[src/rtl/numa_affinity_range_table_assert.svh]
// ----------------------------------------------------------------------------
// Assertion macros for the affinity range table
// Shared forms for the concurrent checks in the RTL.
// ----------------------------------------------------------------------------
`ifndef NUMA_AFFINITY_RANGE_TABLE_ASSERT_SVH
`define NUMA_AFFINITY_RANGE_TABLE_ASSERT_SVH

// The consequent must hold in the same cycle as the antecedent.
`define NAR_ASSERT_SAME(label, ante, cons) \
  label: assert property (@(posedge clk) disable iff (!rst_n) (ante) |-> (cons)) \
    else $error("affinity range table check failed");

// The consequent must hold in the cycle after the antecedent.
`define NAR_ASSERT_NEXT(label, ante, cons) \
  label: assert property (@(posedge clk) disable iff (!rst_n) (ante) |=> (cons)) \
    else $error("affinity range table check failed");

`endif

[src/rtl/nar_pkg.sv]
// ----------------------------------------------------------------------------
// nar_pkg
// Types and constants shared by the affinity range table modules.
// ----------------------------------------------------------------------------
package nar_pkg;

  localparam int ADDR_W   = 64;
  localparam int ID_W     = 32;
  localparam int OP_W     = 2;
  localparam int STATUS_W = 3;
  localparam int DIDX_W_OUT = 3;

  localparam logic [OP_W-1:0] OP_CLEAR = 2'd0;
  localparam logic [OP_W-1:0] OP_ENTRY = 2'd1;
  localparam logic [OP_W-1:0] OP_QUERY = 2'd2;

  localparam logic [STATUS_W-1:0] ST_OK          = 3'd0;
  localparam logic [STATUS_W-1:0] ST_WRAP        = 3'd1;
  localparam logic [STATUS_W-1:0] ST_DOMAIN_FULL = 3'd2;
  localparam logic [STATUS_W-1:0] ST_RANGE_FULL  = 3'd3;
  localparam logic [STATUS_W-1:0] ST_NOT_FOUND   = 3'd4;

  // Request to the shared adder: a + b, or a - b when sub is set.
  typedef struct packed {
    logic [ADDR_W-1:0] a;
    logic [ADDR_W-1:0] b;
    logic              sub;
  } alu_req_t;

  // For a subtraction, carry is set exactly when a >= b.
  typedef struct packed {
    logic              carry;
    logic [ADDR_W-1:0] sum;
  } alu_rsp_t;

endpackage

[src/rtl/nar_ram.sv]
// ----------------------------------------------------------------------------
// nar_ram
// Generic single-write, single-read RAM with a registered read port.
// ----------------------------------------------------------------------------
module nar_ram #(
  parameter int WIDTH = 32,
  parameter int DEPTH = 8,
  parameter int AW    = (DEPTH > 1) ? $clog2(DEPTH) : 1
) (
  input  logic             clk,
  input  logic             we,
  input  logic [AW-1:0]    waddr,
  input  logic [WIDTH-1:0] wdata,
  input  logic [AW-1:0]    raddr,
  output logic [WIDTH-1:0] rdata
);

  logic [WIDTH-1:0] mem [DEPTH];
  logic [WIDTH-1:0] rdata_r;

  always_ff @(posedge clk) begin
    if (we) begin
      mem[waddr] <= wdata;
    end
    rdata_r <= mem[raddr];
  end

  assign rdata = rdata_r;

endmodule

[src/rtl/nar_alu.sv]
// ----------------------------------------------------------------------------
// nar_alu
// Shared 64-bit adder and subtractor used for end computation and compares.
// ----------------------------------------------------------------------------
module nar_alu (
  input  nar_pkg::alu_req_t req,
  output nar_pkg::alu_rsp_t rsp
);

  import nar_pkg::*;

  logic [ADDR_W-1:0] b_op;
  logic [ADDR_W:0]   total;

  // Subtraction is a + ~b + 1, so the carry out reads as a >= b.
  assign b_op  = req.sub ? ~req.b : req.b;
  assign total = {1'b0, req.a} + {1'b0, b_op} + {{ADDR_W{1'b0}}, req.sub};

  assign rsp.carry = total[ADDR_W];
  assign rsp.sum   = total[ADDR_W-1:0];

endmodule

[src/rtl/numa_affinity_range_table.sv]
// ----------------------------------------------------------------------------
// numa_affinity_range_table
// Memory-affinity range table with proximity-domain slots and range queries.
// ----------------------------------------------------------------------------
// A word is taken at a rising edge with start high and busy low; the op code
// picks clear, memory-affinity entry or range query. Exactly one result word
// follows, shown for one cycle with out_valid high; the receiver cannot stall
// it, and busy is low again in the cycle the result is shown.
// Clear, a disabled entry, the unused op code and a query on an empty table
// answer straight from the idle state, in the cycle after they are taken.
// An entry first forms its end, or reports a wrap, then reads and compares
// the stored domain slots in turn; when none matches it allocates a new slot
// or reports a full domain table. Last it stores the range, or reports a
// full range table; the result shows in the cycle after the last step.
// A query reads the stored ranges in turn and checks the query start against
// each range, or the query end against its start; when the start falls inside
// a range, one more step clips the end to the range end.
// The steps share one 64-bit adder and one read port of each table RAM.
// Reset empties both tables and drops any item in flight; table contents
// are not cleared, since only entries below the counts are ever read.
// ----------------------------------------------------------------------------
module numa_affinity_range_table #(
  parameter int DOMAIN_SLOTS = 8,
  parameter int RANGE_SLOTS  = 16
) (
  input  logic                                clk,
  input  logic                                rst_n,
  input  logic                                start,
  output logic                                busy,
  input  logic [nar_pkg::OP_W-1:0]            in_op,
  input  logic                                in_entry_enabled,
  input  logic [nar_pkg::ID_W-1:0]            in_domain_id,
  input  logic [nar_pkg::ADDR_W-1:0]          in_base_address,
  input  logic [nar_pkg::ADDR_W-1:0]          in_region_length,
  input  logic [nar_pkg::ADDR_W-1:0]          in_query_start,
  input  logic [nar_pkg::ADDR_W-1:0]          in_query_end,
  output logic                                out_valid,
  output logic [nar_pkg::STATUS_W-1:0]        out_status,
  output logic [nar_pkg::DIDX_W_OUT-1:0]      out_domain_index,
  output logic [nar_pkg::ADDR_W-1:0]          out_new_start,
  output logic [nar_pkg::ADDR_W-1:0]          out_new_end
);

  import nar_pkg::*;

`include "numa_affinity_range_table_assert.svh"

  localparam int DIDX_W  = (DOMAIN_SLOTS > 1) ? $clog2(DOMAIN_SLOTS) : 1;
  localparam int DCNT_W  = $clog2(DOMAIN_SLOTS + 1);
  localparam int RIDX_W  = (RANGE_SLOTS > 1) ? $clog2(RANGE_SLOTS) : 1;
  localparam int RCNT_W  = $clog2(RANGE_SLOTS + 1);
  localparam int RWORD_W = DIDX_W + 2 * ADDR_W;

  typedef enum logic [3:0] {
    S_IDLE, S_ADD_END, S_DOM_RD, S_DOM_CMP, S_ALLOC, S_STORE,
    S_RNG_RD, S_RNG_LO, S_RNG_HI, S_RNG_QE, S_RNG_MIN
  } state_t;

  state_t              state_r, state_nxt;
  logic [DCNT_W-1:0]   dcount_r, dcount_nxt;
  logic [RCNT_W-1:0]   rcount_r, rcount_nxt;
  logic [DIDX_W-1:0]   didx_r, didx_nxt;
  logic [RIDX_W-1:0]   ridx_r, ridx_nxt;
  logic [DIDX_W-1:0]   slot_r, slot_nxt;
  logic [ID_W-1:0]     id_r, id_nxt;
  // lo holds base or query start; hi holds length, then end, or query end.
  logic [ADDR_W-1:0]   lo_r, lo_nxt;
  logic [ADDR_W-1:0]   hi_r, hi_nxt;

  logic                ov_r, ov_nxt;
  logic [STATUS_W-1:0] ost_r, ost_nxt;
  logic [DIDX_W_OUT-1:0] odi_r, odi_nxt;
  logic [ADDR_W-1:0]   ons_r, ons_nxt;
  logic [ADDR_W-1:0]   one_r, one_nxt;

  logic                dom_we;
  logic [ID_W-1:0]     dom_rdata;
  logic                rng_we;
  logic [RWORD_W-1:0]  rng_wdata;
  logic [RWORD_W-1:0]  rng_rdata;

  logic [DIDX_W-1:0]   r_slot;
  logic [ADDR_W-1:0]   r_start;
  logic [ADDR_W-1:0]   r_end;
  logic [DIDX_W+2:0]   slot_ext;
  logic [DIDX_W+2:0]   r_slot_ext;

  alu_req_t            alu_req;
  alu_rsp_t            alu_rsp;
  logic                dom_last;
  logic                rng_last;

  assign r_slot     = rng_rdata[RWORD_W-1 -: DIDX_W];
  assign r_start    = rng_rdata[2*ADDR_W-1:ADDR_W];
  assign r_end      = rng_rdata[ADDR_W-1:0];
  assign slot_ext   = {3'b000, slot_r};
  assign r_slot_ext = {3'b000, r_slot};
  assign rng_wdata  = {slot_r, lo_r, hi_r};
  assign dom_last   = (DCNT_W'(didx_r) + DCNT_W'(1)) == dcount_r;
  assign rng_last   = (RCNT_W'(ridx_r) + RCNT_W'(1)) == rcount_r;

  nar_ram #(.WIDTH(ID_W), .DEPTH(DOMAIN_SLOTS), .AW(DIDX_W)) u_dom_ram (
    .clk   (clk),
    .we    (dom_we),
    .waddr (dcount_r[DIDX_W-1:0]),
    .wdata (id_r),
    .raddr (didx_r),
    .rdata (dom_rdata)
  );

  nar_ram #(.WIDTH(RWORD_W), .DEPTH(RANGE_SLOTS), .AW(RIDX_W)) u_rng_ram (
    .clk   (clk),
    .we    (rng_we),
    .waddr (rcount_r[RIDX_W-1:0]),
    .wdata (rng_wdata),
    .raddr (ridx_r),
    .rdata (rng_rdata)
  );

  nar_alu u_alu (
    .req (alu_req),
    .rsp (alu_rsp)
  );

  always_comb begin
    alu_req.a   = lo_r;
    alu_req.b   = hi_r;
    alu_req.sub = 1'b0;
    unique case (state_r)
      S_DOM_CMP: begin
        alu_req.a   = {{(ADDR_W-ID_W){1'b0}}, dom_rdata};
        alu_req.b   = {{(ADDR_W-ID_W){1'b0}}, id_r};
        alu_req.sub = 1'b1;
      end
      S_RNG_LO: begin
        alu_req.b   = r_start;
        alu_req.sub = 1'b1;
      end
      S_RNG_HI: begin
        alu_req.b   = r_end;
        alu_req.sub = 1'b1;
      end
      S_RNG_QE: begin
        alu_req.a   = hi_r;
        alu_req.b   = r_start;
        alu_req.sub = 1'b1;
      end
      S_RNG_MIN: begin
        alu_req.a   = r_end;
        alu_req.b   = hi_r;
        alu_req.sub = 1'b1;
      end
      default: begin
      end
    endcase
  end

  always_comb begin
    state_nxt  = state_r;
    dcount_nxt = dcount_r;
    rcount_nxt = rcount_r;
    didx_nxt   = didx_r;
    ridx_nxt   = ridx_r;
    slot_nxt   = slot_r;
    id_nxt     = id_r;
    lo_nxt     = lo_r;
    hi_nxt     = hi_r;
    ov_nxt     = 1'b0;
    ost_nxt    = ost_r;
    odi_nxt    = odi_r;
    ons_nxt    = ons_r;
    one_nxt    = one_r;
    dom_we     = 1'b0;
    rng_we     = 1'b0;

    unique case (state_r)
      S_IDLE: begin
        if (start) begin
          id_nxt   = in_domain_id;
          didx_nxt = '0;
          ridx_nxt = '0;
          ost_nxt  = ST_OK;
          odi_nxt  = '0;
          ons_nxt  = '0;
          one_nxt  = '0;
          if (in_op == OP_CLEAR) begin
            dcount_nxt = '0;
            rcount_nxt = '0;
            ov_nxt     = 1'b1;
          end else if (in_op == OP_ENTRY) begin
            lo_nxt = in_base_address;
            hi_nxt = in_region_length;
            if (in_entry_enabled) begin
              state_nxt = S_ADD_END;
            end else begin
              ov_nxt = 1'b1;
            end
          end else if (in_op == OP_QUERY) begin
            lo_nxt = in_query_start;
            hi_nxt = in_query_end;
            if (rcount_r == '0) begin
              ost_nxt = ST_NOT_FOUND;
              ov_nxt  = 1'b1;
            end else begin
              state_nxt = S_RNG_RD;
            end
          end else begin
            ov_nxt = 1'b1;
          end
        end
      end
      S_ADD_END: begin
        if (alu_rsp.carry) begin
          ost_nxt   = ST_WRAP;
          ov_nxt    = 1'b1;
          state_nxt = S_IDLE;
        end else begin
          hi_nxt    = alu_rsp.sum;
          state_nxt = (dcount_r == '0) ? S_ALLOC : S_DOM_RD;
        end
      end
      S_DOM_RD: begin
        state_nxt = S_DOM_CMP;
      end
      S_DOM_CMP: begin
        if (alu_rsp.sum == '0) begin
          slot_nxt  = didx_r;
          state_nxt = S_STORE;
        end else if (dom_last) begin
          state_nxt = S_ALLOC;
        end else begin
          didx_nxt  = didx_r + DIDX_W'(1);
          state_nxt = S_DOM_RD;
        end
      end
      S_ALLOC: begin
        if (dcount_r == DCNT_W'(DOMAIN_SLOTS)) begin
          ost_nxt   = ST_DOMAIN_FULL;
          ov_nxt    = 1'b1;
          state_nxt = S_IDLE;
        end else begin
          dom_we     = 1'b1;
          slot_nxt   = dcount_r[DIDX_W-1:0];
          dcount_nxt = dcount_r + DCNT_W'(1);
          state_nxt  = S_STORE;
        end
      end
      S_STORE: begin
        odi_nxt   = slot_ext[DIDX_W_OUT-1:0];
        ov_nxt    = 1'b1;
        state_nxt = S_IDLE;
        if (rcount_r == RCNT_W'(RANGE_SLOTS)) begin
          ost_nxt = ST_RANGE_FULL;
        end else begin
          rng_we     = 1'b1;
          rcount_nxt = rcount_r + RCNT_W'(1);
        end
      end
      S_RNG_RD: begin
        state_nxt = S_RNG_LO;
      end
      S_RNG_LO: begin
        state_nxt = alu_rsp.carry ? S_RNG_HI : S_RNG_QE;
      end
      S_RNG_HI, S_RNG_QE: begin
        // Start inside the range goes on to clip the end; a query that
        // begins below the range and reaches it ends at the range start.
        if (state_r == S_RNG_HI && !alu_rsp.carry) begin
          state_nxt = S_RNG_MIN;
        end else if (state_r == S_RNG_QE && alu_rsp.carry) begin
          odi_nxt   = r_slot_ext[DIDX_W_OUT-1:0];
          ons_nxt   = lo_r;
          one_nxt   = r_start;
          ov_nxt    = 1'b1;
          state_nxt = S_IDLE;
        end else if (rng_last) begin
          ost_nxt   = ST_NOT_FOUND;
          ov_nxt    = 1'b1;
          state_nxt = S_IDLE;
        end else begin
          ridx_nxt  = ridx_r + RIDX_W'(1);
          state_nxt = S_RNG_RD;
        end
      end
      S_RNG_MIN: begin
        odi_nxt   = r_slot_ext[DIDX_W_OUT-1:0];
        ons_nxt   = lo_r;
        one_nxt   = alu_rsp.carry ? hi_r : r_end;
        ov_nxt    = 1'b1;
        state_nxt = S_IDLE;
      end
      default: begin
        state_nxt = S_IDLE;
      end
    endcase
  end

  always_ff @(posedge clk) begin
    if (!rst_n) begin
      state_r  <= S_IDLE;
      dcount_r <= '0;
      rcount_r <= '0;
      ov_r     <= 1'b0;
    end else begin
      state_r  <= state_nxt;
      dcount_r <= dcount_nxt;
      rcount_r <= rcount_nxt;
      ov_r     <= ov_nxt;
    end
    didx_r <= didx_nxt;
    ridx_r <= ridx_nxt;
    slot_r <= slot_nxt;
    id_r   <= id_nxt;
    lo_r   <= lo_nxt;
    hi_r   <= hi_nxt;
    ost_r  <= ost_nxt;
    odi_r  <= odi_nxt;
    ons_r  <= ons_nxt;
    one_r  <= one_nxt;
  end

  assign busy             = (state_r != S_IDLE);
  assign out_valid        = ov_r;
  assign out_status       = ost_r;
  assign out_domain_index = odi_r;
  assign out_new_start    = ons_r;
  assign out_new_end      = one_r;

  `NAR_ASSERT_SAME(a_result_frees_block, out_valid, !busy)
  `NAR_ASSERT_NEXT(a_accept_progresses, start && !busy, out_valid || busy)
  `NAR_ASSERT_SAME(a_counts_in_bounds, 1'b1,
                   dcount_r <= DCNT_W'(DOMAIN_SLOTS) && rcount_r <= RCNT_W'(RANGE_SLOTS))
  `NAR_ASSERT_SAME(a_miss_is_empty, out_valid && out_status == ST_NOT_FOUND,
                   out_domain_index == '0 && out_new_start == '0 && out_new_end == '0)

endmodule
[config.mk]
export PLATFORM = sky130hd
export DESIGN_NAME = numa_affinity_range_table
export DESIGN_NICKNAME = d
export VERILOG_FILES = /design/src/rtl/nar_pkg.sv /design/src/rtl/nar_ram.sv /design/src/rtl/nar_alu.sv /design/src/rtl/numa_affinity_range_table.sv
export VERILOG_INCLUDE_DIRS = /design/src /design/src/rtl
export SDC_FILE = /design/constraint.sdc
export NUM_CORES = 2
export LEC_CHECK = 0
export BUFFER_PORTS_ARGS = -buffer_cell sky130_fd_sc_hd__buf_2
export CAP_MARGIN = 15
export CORE_ASPECT_RATIO = 1.2
export CORE_MARGIN = 2
export CORE_UTILIZATION = 50
export CTS_BUF_LIST = sky130_fd_sc_hd__clkbuf_4 sky130_fd_sc_hd__clkbuf_8
export DETAILED_ROUTE_END_ITERATION = 7
export GPL_TIMING_DRIVEN = 1
export PLACE_DENSITY = 0.66
export SLEW_MARGIN = 20
export SYNTH_ARGS = -nofsm -noshare
export SYNTH_HDL_FRONTEND = slang
export SYNTH_SLANG_ARGS = --single-unit
[constraint.sdc]
create_clock -name clk -period 21.9 [get_ports clk]
set_input_delay 2.19 -clock clk [delete_from_list [all_inputs] [get_ports clk]]
set_output_delay 2.19 -clock clk [all_outputs]
set_load 0.1 [all_outputs]
; After elaboration in Yosys (flattened, before gate mapping)
; Memories as Yosys holds them, arrays and structs flattened. A register that Yosys moved wholly into a read port is not among the register bits.
; Index checks and enable logic that the tools add are counted.
[classes]
add_sub_neg = 8
multipliers = 0
div = 0
order_cmp = 0
n_eq_ne = 36
n_shift = 0
n_mux = 90
n_bitwise = 2
reduce_logical = 34
[op_table]
columns = operator, n
row1 = 64-bit 2-to-1 mux, 14
row2 = 64-bit one-hot mux with 3 select lines, 3
row3 = 65-bit one-hot mux with 4 select lines, 1
row4 = 64-bit one-hot mux with 2 select lines, 1
row5 = 3-bit 2-to-1 mux, 25
row6 = 64-bit by 64-bit adder with 65-bit output, 1
row7 = 65-bit by 1-bit adder with 65-bit output, 1
row8 = 64-bit logical NOT, 1
row9 = 64-bit inverter, 1
row10 = 4-bit 2-to-1 mux, 14
row11 = "2-bit != test, second input constant", 17
row12 = 4-bit one-hot mux with 8 select lines, 1
row13 = 4-bit AND reduction, 6
row14 = 1-bit 2-to-1 mux, 20
row15 = "4-bit by 3-bit == test with 1-bit output, second input constant", 4
row16 = "4-bit == test, second input constant", 4
row17 = 4-bit one-hot mux with 2 select lines, 2
row18 = 5-bit 2-to-1 mux, 3
row19 = 3-bit one-hot mux with 5 select lines, 1
row20 = 5-bit AND reduction, 3
row21 = 2-bit nonzero test, 7
row22 = 3-bit one-hot mux with 2 select lines, 2
row23 = 3-bit one-hot mux with 4 select lines, 1
row24 = 5-bit one-hot mux with 2 select lines, 1
row25 = 27 further kinds, 36
[totals]
ff_bits = 318
latch_bits = 0
mem_bits_rw = 2352
romBits = 0
in_bits = 294
output_inout_bits = 136
word_cells = 186
mem_count = 2
[memory_table]
columns = memory, words, width, read_ports, rd_ports_with_merged_regs, write_ports, line_no
row1 = u_rng_ram.mem, 16, 131, 1, 1, 1, nar_ram.sv:18  ; logic [WIDTH-1:0] mem [DEPTH];
row2 = u_dom_ram.mem, 8, 32, 1, 1, 1, nar_ram.sv:18

; Logic depth before layout (Yosys ltp)
[depth]
depth_word = 11
mapped_depth = 26
ltp_nobuf = 19

; Cells and area by module
; Synthesis repeated with hierarchy kept, for this count alone.
[hier_totals]
hier_cells = 5916
hier_area_um2 = 113198.6
[by_module_without_submodules]
columns = module, instances, cells_each, area_per_inst_um2, seq_area_each_um2
row1 = nar_ram at u_rng_ram, 1, 3419, 81336.8, 65562.9
row2 = numa_affinity_range_table, 1, 1442, 16921.2, 9409.0
row3 = nar_ram at u_dom_ram, 1, 415, 10466.3, 8328.0
row4 = nar_alu, 1, 640, 4474.3, 0.0

; Least setup slack after synthesis
; Ideal clock, no wire load.
[synth_timing]
path_type = register to register
from = register state_r[0]
to = register hi_r[0], enable pin
setup_time_ns = 0.644
arrival_ns = 11.177
required_ns = 21.256
slack_ns = 10.079
stages_incl_launch_ff = 25
n_path_buf = 6
synth_period_minus_slack_ns = 11.821
cell_sequence = dfxtp_1 > buf_4 > clkbuf_1 > inv_1 > nand2_1 > nor3_1 > clkbuf_1 > clkbuf_1 > a222oi_1 > nand3_1 > nand2_1 > fa_1 > a211o_1 > a21o_1 > o311ai_0 > a21oi_1 > o2111ai_1 > a2111oi_0 > o2111ai_1 > o31ai_1 > a21oi_1 > clkbuf_1 > buf_2 > a21oi_1 > nor4_1
[synth_between]
elab_chain_len = 9
elab_cells_between_ends = 20
cone_classes = add/sub: 2 / eq/ne: 10 / mux: 3 / bitwise: 1 / reduce/logical: 4
[synth_lines]
columns = item, line_no
row1 = "start, declared", numa_affinity_range_table.sv:59  ; state_t state_r, state_nxt;
row2 = "start signal, assigned", numa_affinity_range_table.sv:305  ; state_r <= state_nxt;
row3 = 4-bit == test / 4-bit by 3-bit == test with 1-bit output (equally long branches), numa_affinity_range_table.sv:129  ; unique case (state_r)
row4 = 2-bit OR reduction (no line), --
row5 = 65-bit one-hot mux with 4 select lines, numa_affinity_range_table.sv:129
row6 = 64-bit inverter, nar_alu.sv:16  ; assign b_op = req.sub ? ~req.b : req.b;
row7 = 64-bit 2-to-1 mux, nar_alu.sv:16
row8 = 64-bit by 64-bit adder with 65-bit output, nar_alu.sv:17  ; assign total = {1'b0, req.a} + {1'b0, b_op} + {{ADDR_W{1'b0}}, req.sub};
row9 = 65-bit by 1-bit adder with 65-bit output, nar_alu.sv:17
row10 = 2-bit != test (no line), --
row11 = 5-bit AND reduction (no line) (*), --
row12 = "end signal, assigned", numa_affinity_range_table.sv:315  ; hi_r <= hi_nxt;
row13 = "end, declared", numa_affinity_range_table.sv:68  ; logic [ADDR_W-1:0] hi_r, hi_nxt;
; Every way passes the cells marked *; elsewhere a longest branch is shown, timed or not.
; A chain may end at the register's enable or synchronous reset.

; Worst setup path after layout
[layout_timing]
from = register state_r[3]
to = register ons_r[52] (netlist: out_new_start[52]), enable pin
[layout_between]
elab_chain_len = 11
elab_cells_between_ends = 22
cone_classes = add/sub: 2 / eq/ne: 8 / mux: 3 / bitwise: 1 / reduce/logical: 8
[layout_lines]
columns = item, line_no
row1 = 4-bit == test / 4-bit by 3-bit == test with 1-bit output (equally long branches), "numa_affinity_range_table.sv:129, numa_affinity_range_table.sv:176, numa_affinity_range_table.sv:270"
row2 = 2-bit OR reduction (no line), --
row3 = 65-bit one-hot mux with 4 select lines, numa_affinity_range_table.sv:129
row4 = 64-bit inverter, nar_alu.sv:16
row5 = 64-bit 2-to-1 mux, nar_alu.sv:16
row6 = 64-bit by 64-bit adder with 65-bit output, nar_alu.sv:17
row7 = 65-bit by 1-bit adder with 65-bit output, nar_alu.sv:17
row8 = 1-bit logical NOT, numa_affinity_range_table.sv:268  ; if (state_r == S_RNG_HI && !alu_rsp.carry) begin
row9 = 1-bit logical AND, numa_affinity_range_table.sv:268
row10 = 2-bit != test (no line), --
row11 = 4-bit AND reduction (no line) (*), --
row12 = "end signal, assigned", numa_affinity_range_table.sv:318  ; ons_r <= ons_nxt;
row13 = "end, declared", numa_affinity_range_table.sv:73  ; logic [ADDR_W-1:0] ons_r, ons_nxt;
; Marks and branches as above.

==> metrics.txt <==
outcome=finished, violations left; failing checks=design-rule violations; initial core utilization=0.5031; fraction of layout cells with a size suffix above 1=0.3118; postcts setup bufs=0; Post-Syn Area=0.1136 mm²; Worst EP arrival=10,450 ps; Resized Gates After CTS=0; CTS clk-pin slew, worst paths=70 ps; drt initial violations=8,828; Critical-path top delay cell=a2111oi_0; CP Max Fanout=64; H-Tree Depth=5; Slew Viols, Final=0; Final Hold Viols=0; initial antenna violation count=20; largest net degree at the start of global routing=144; Worst R2R Path Depth=19; leakage=0.04295 µW; Top Ports=430; EDFF count, synth=2,656; worst endpoint required time=22,650 ps; skew final=128.1 ps; r2r endpoint=out_new_start[52]; number of global-route vias before repair=62,650; first-pass GRT wire length=458,400 µm; Max Cap Viol=0; PwrDens=100.3 mW/mm²; Worst Hold Class=register to register; DR DRC count=124; min setup slack post-route=12,200 ps; critical path capture point type=register; worst setup path startpoint=state_r[3]; RSZ-0062 raised after global routing=false; Post-Synthesis Mean Instance Area=19.15 µm²; final layout net count=6,947; Final period util=0.4429; CTS tree=yes; Vias/cell=6.301; die width=439.1 µm; YS warnings=0; die area=0.2311 mm²; DP HPWL=195,700 µm; Synth Instances=5,934; post-route ant nets=0; Core ar.=0.2258 mm²; clock latency on the worst-skew pair=1200 ps; Routed WL per cell=32.76 µm; slew at the pin closest to its max-slew limit=1133 ps; wirelength, routed=325,500 µm; commonest non-fill, non-tap cell in the layout=edfxtp_1; grt ovf=0; Syn Nets=6,303; Critical Path End=out_new_start[52]; Seq/Total Area, Yosys=0.7332; worst hold stages=1; clock root buffer=clkbuf_8; routed via count=62,600; CTS buffer count=440; Post-Route Setup TNS=0 ps; ys flop type=edfxtp_1; clk buf depth=4; Placer Congestion=0.9493; Die Y=526.2 µm; crit path launch type=register; Layout area overhead=13.22%; commonest cells after routing, fill and taps aside=edfxtp_1 (2,656), mux4_2 (719), nand2_1 (563); port bufs=429; worst ir drop on vdd=0.09554 mV; Post-synth ARST share=0; Rows=191; Initial DRT Pass Iterations=8; r2r setup slk=12,200 ps; #FFs+latches synth=2,833; gr usage total=0.2801; # hold bufs at CTS=0; DP Worst Slack=12,310 ps; synth unique cells=84; Rel. slew slack=0.2445; CP peak stage delay=920 ps; worst path cell trace=nand2b_1, a21oi_1, or2_4, nand3_1, nand2_1, ha_1, nand2_1, nor4_1, o311ai_0, a21oi_1, o2111ai_1, a2111oi_0, o2111ai_1, o31ai_1, a21oi_4, o21ai_0, a21o_4, buf_4, buf_4; critical path class=register to register; minimum clock period=9699 ps; RR Startpoint=state_r[3]; clk sinks=2,833; f_max=103.1 MHz; Final Setup Violations=0
power by group:
part	internal, µW	switching, µW
logic	635	1130
clock network	2530	2020
registers	6200	383
sequential cells by signal (all words and copies together) (netlist names):
register,count
out_new_start,64
u_rng_ram.mem,2096
id_r,32
lo_r,64
out_status,3
rcount_r,5
out_new_end,64
u_dom_ram.rdata,32
slot_r,3
u_rng_ram.rdata,131
dcount_r,4
didx_r,3
out_domain_index,3
out_valid,1
u_dom_ram.mem,256
state_r,4
ridx_r,4
hi_r,64
cells in the mapped netlist, drive strengths merged (11+ instances only):
master	number	share of area
o21bai	11	0.00073
nand4	36	0.0020
and2	28	0.0015
xor2	31	0.0024
nor3	37	0.0016
mux2i	113	0.010
dfxtp	177	0.031
nor4	15	0.00096
a21o	40	0.0026
o21ai	173	0.0077
buf	65	0.0024
edfxtp	2656	0.70
clkbuf	294	0.0097
xnor2	30	0.0023
nand2	565	0.019
a211oi	32	0.0022
inv	55	0.0018
a222oi	126	0.011
o211ai	12	0.00079
o21a	18	0.0012
ha	74	0.0081
and3	77	0.0043
nand3	57	0.0025
mux4	719	0.14
nor2	115	0.0038
nor2b	32	0.0018
a21oi	116	0.0051
nand2b	16	0.00088
mux2	72	0.0071
how the worst min path moves through the flow:
stage	start	to	slack, ps
floorplan	u_rng_ram.rdata[128]	out_domain_index[0]	500
global placement	u_rng_ram.rdata[130]	out_domain_index[2]	520
detailed placement	u_rng_ram.rdata[130]	out_domain_index[2]	540
CTS	u_rng_ram.rdata[130]	out_domain_index[2]	500
global route	u_rng_ram.rdata[130]	out_domain_index[2]	520
finish	u_rng_ram.rdata[130]	out_domain_index[2]	520
stage by stage:
step	utilization	cell area [µm²]	hold WS (ps)	power [µW]	instances
3_5_place_dp	0.5289	119400	540.0	8444	9126
6_report	0.5696	128600	518.0	12900	9935
5_1_grt	0.5695	128600	519.0	13290	9929
2_1_floorplan	-	113600	502.5	7715	5934
3_3_place_gp	0.5288	119400	518.2	8437	9125
4_1_cts	0.5693	128600	504.4	12960	9923
logic make-up (layout without fill, tap and decap cells):
family | Yosys count | after routing | share of synthesized area
AO/OA/AOI/OAI | 628 | 628 | 0.03936
XOR/XNOR | 61 | 61 | 0.004703
adder cells (fa/ha/maj) | 75 | 75 | 0.008326
buffers and inverters | 414 | 1413 | 0.01395
flip-flops | 2833 | 2833 | 0.7332
multiplexers | 904 | 904 | 0.1596
other | 0 | 11 | 0
AND/OR/NAND/NOR | 1019 | 1019 | 0.04082
layout make-up:
cell class	count	area [µm²]
antenna	11	27.53
clock buffer	663	8118
clock inverter	134	1013
fill	17020	97210
inverter	55	206.4
multi-input combinational	2687	28940
sequential	2833	83300
tap	2991	3742
timing repair buffer	561	3287
critical path: cells and delay by family, from the launching register on:
| kind | cells | cell delay [ps] |
|---|---|---|
| buffers and inverters | 2 | 1500 |
| AO/OA/AOI/OAI | 10 | 4610 |
| adder cells (fa/ha/maj) | 1 | 330 |
| AND/OR/NAND/NOR | 6 | 1890 |
| flip-flops | 1 | 900 |
metal layers:
| metal | wire length [µm] | GRT usage |
|---|---|---|
| met5 | 12 | 0 |
| met4 | 15590 | 0.1263 |
| met3 | 28120 | 0.05189 |
| met2 | 157900 | 0.4511 |
| met1 | 123800 | 0.3733 |
(Power assumes the default switching activity.)
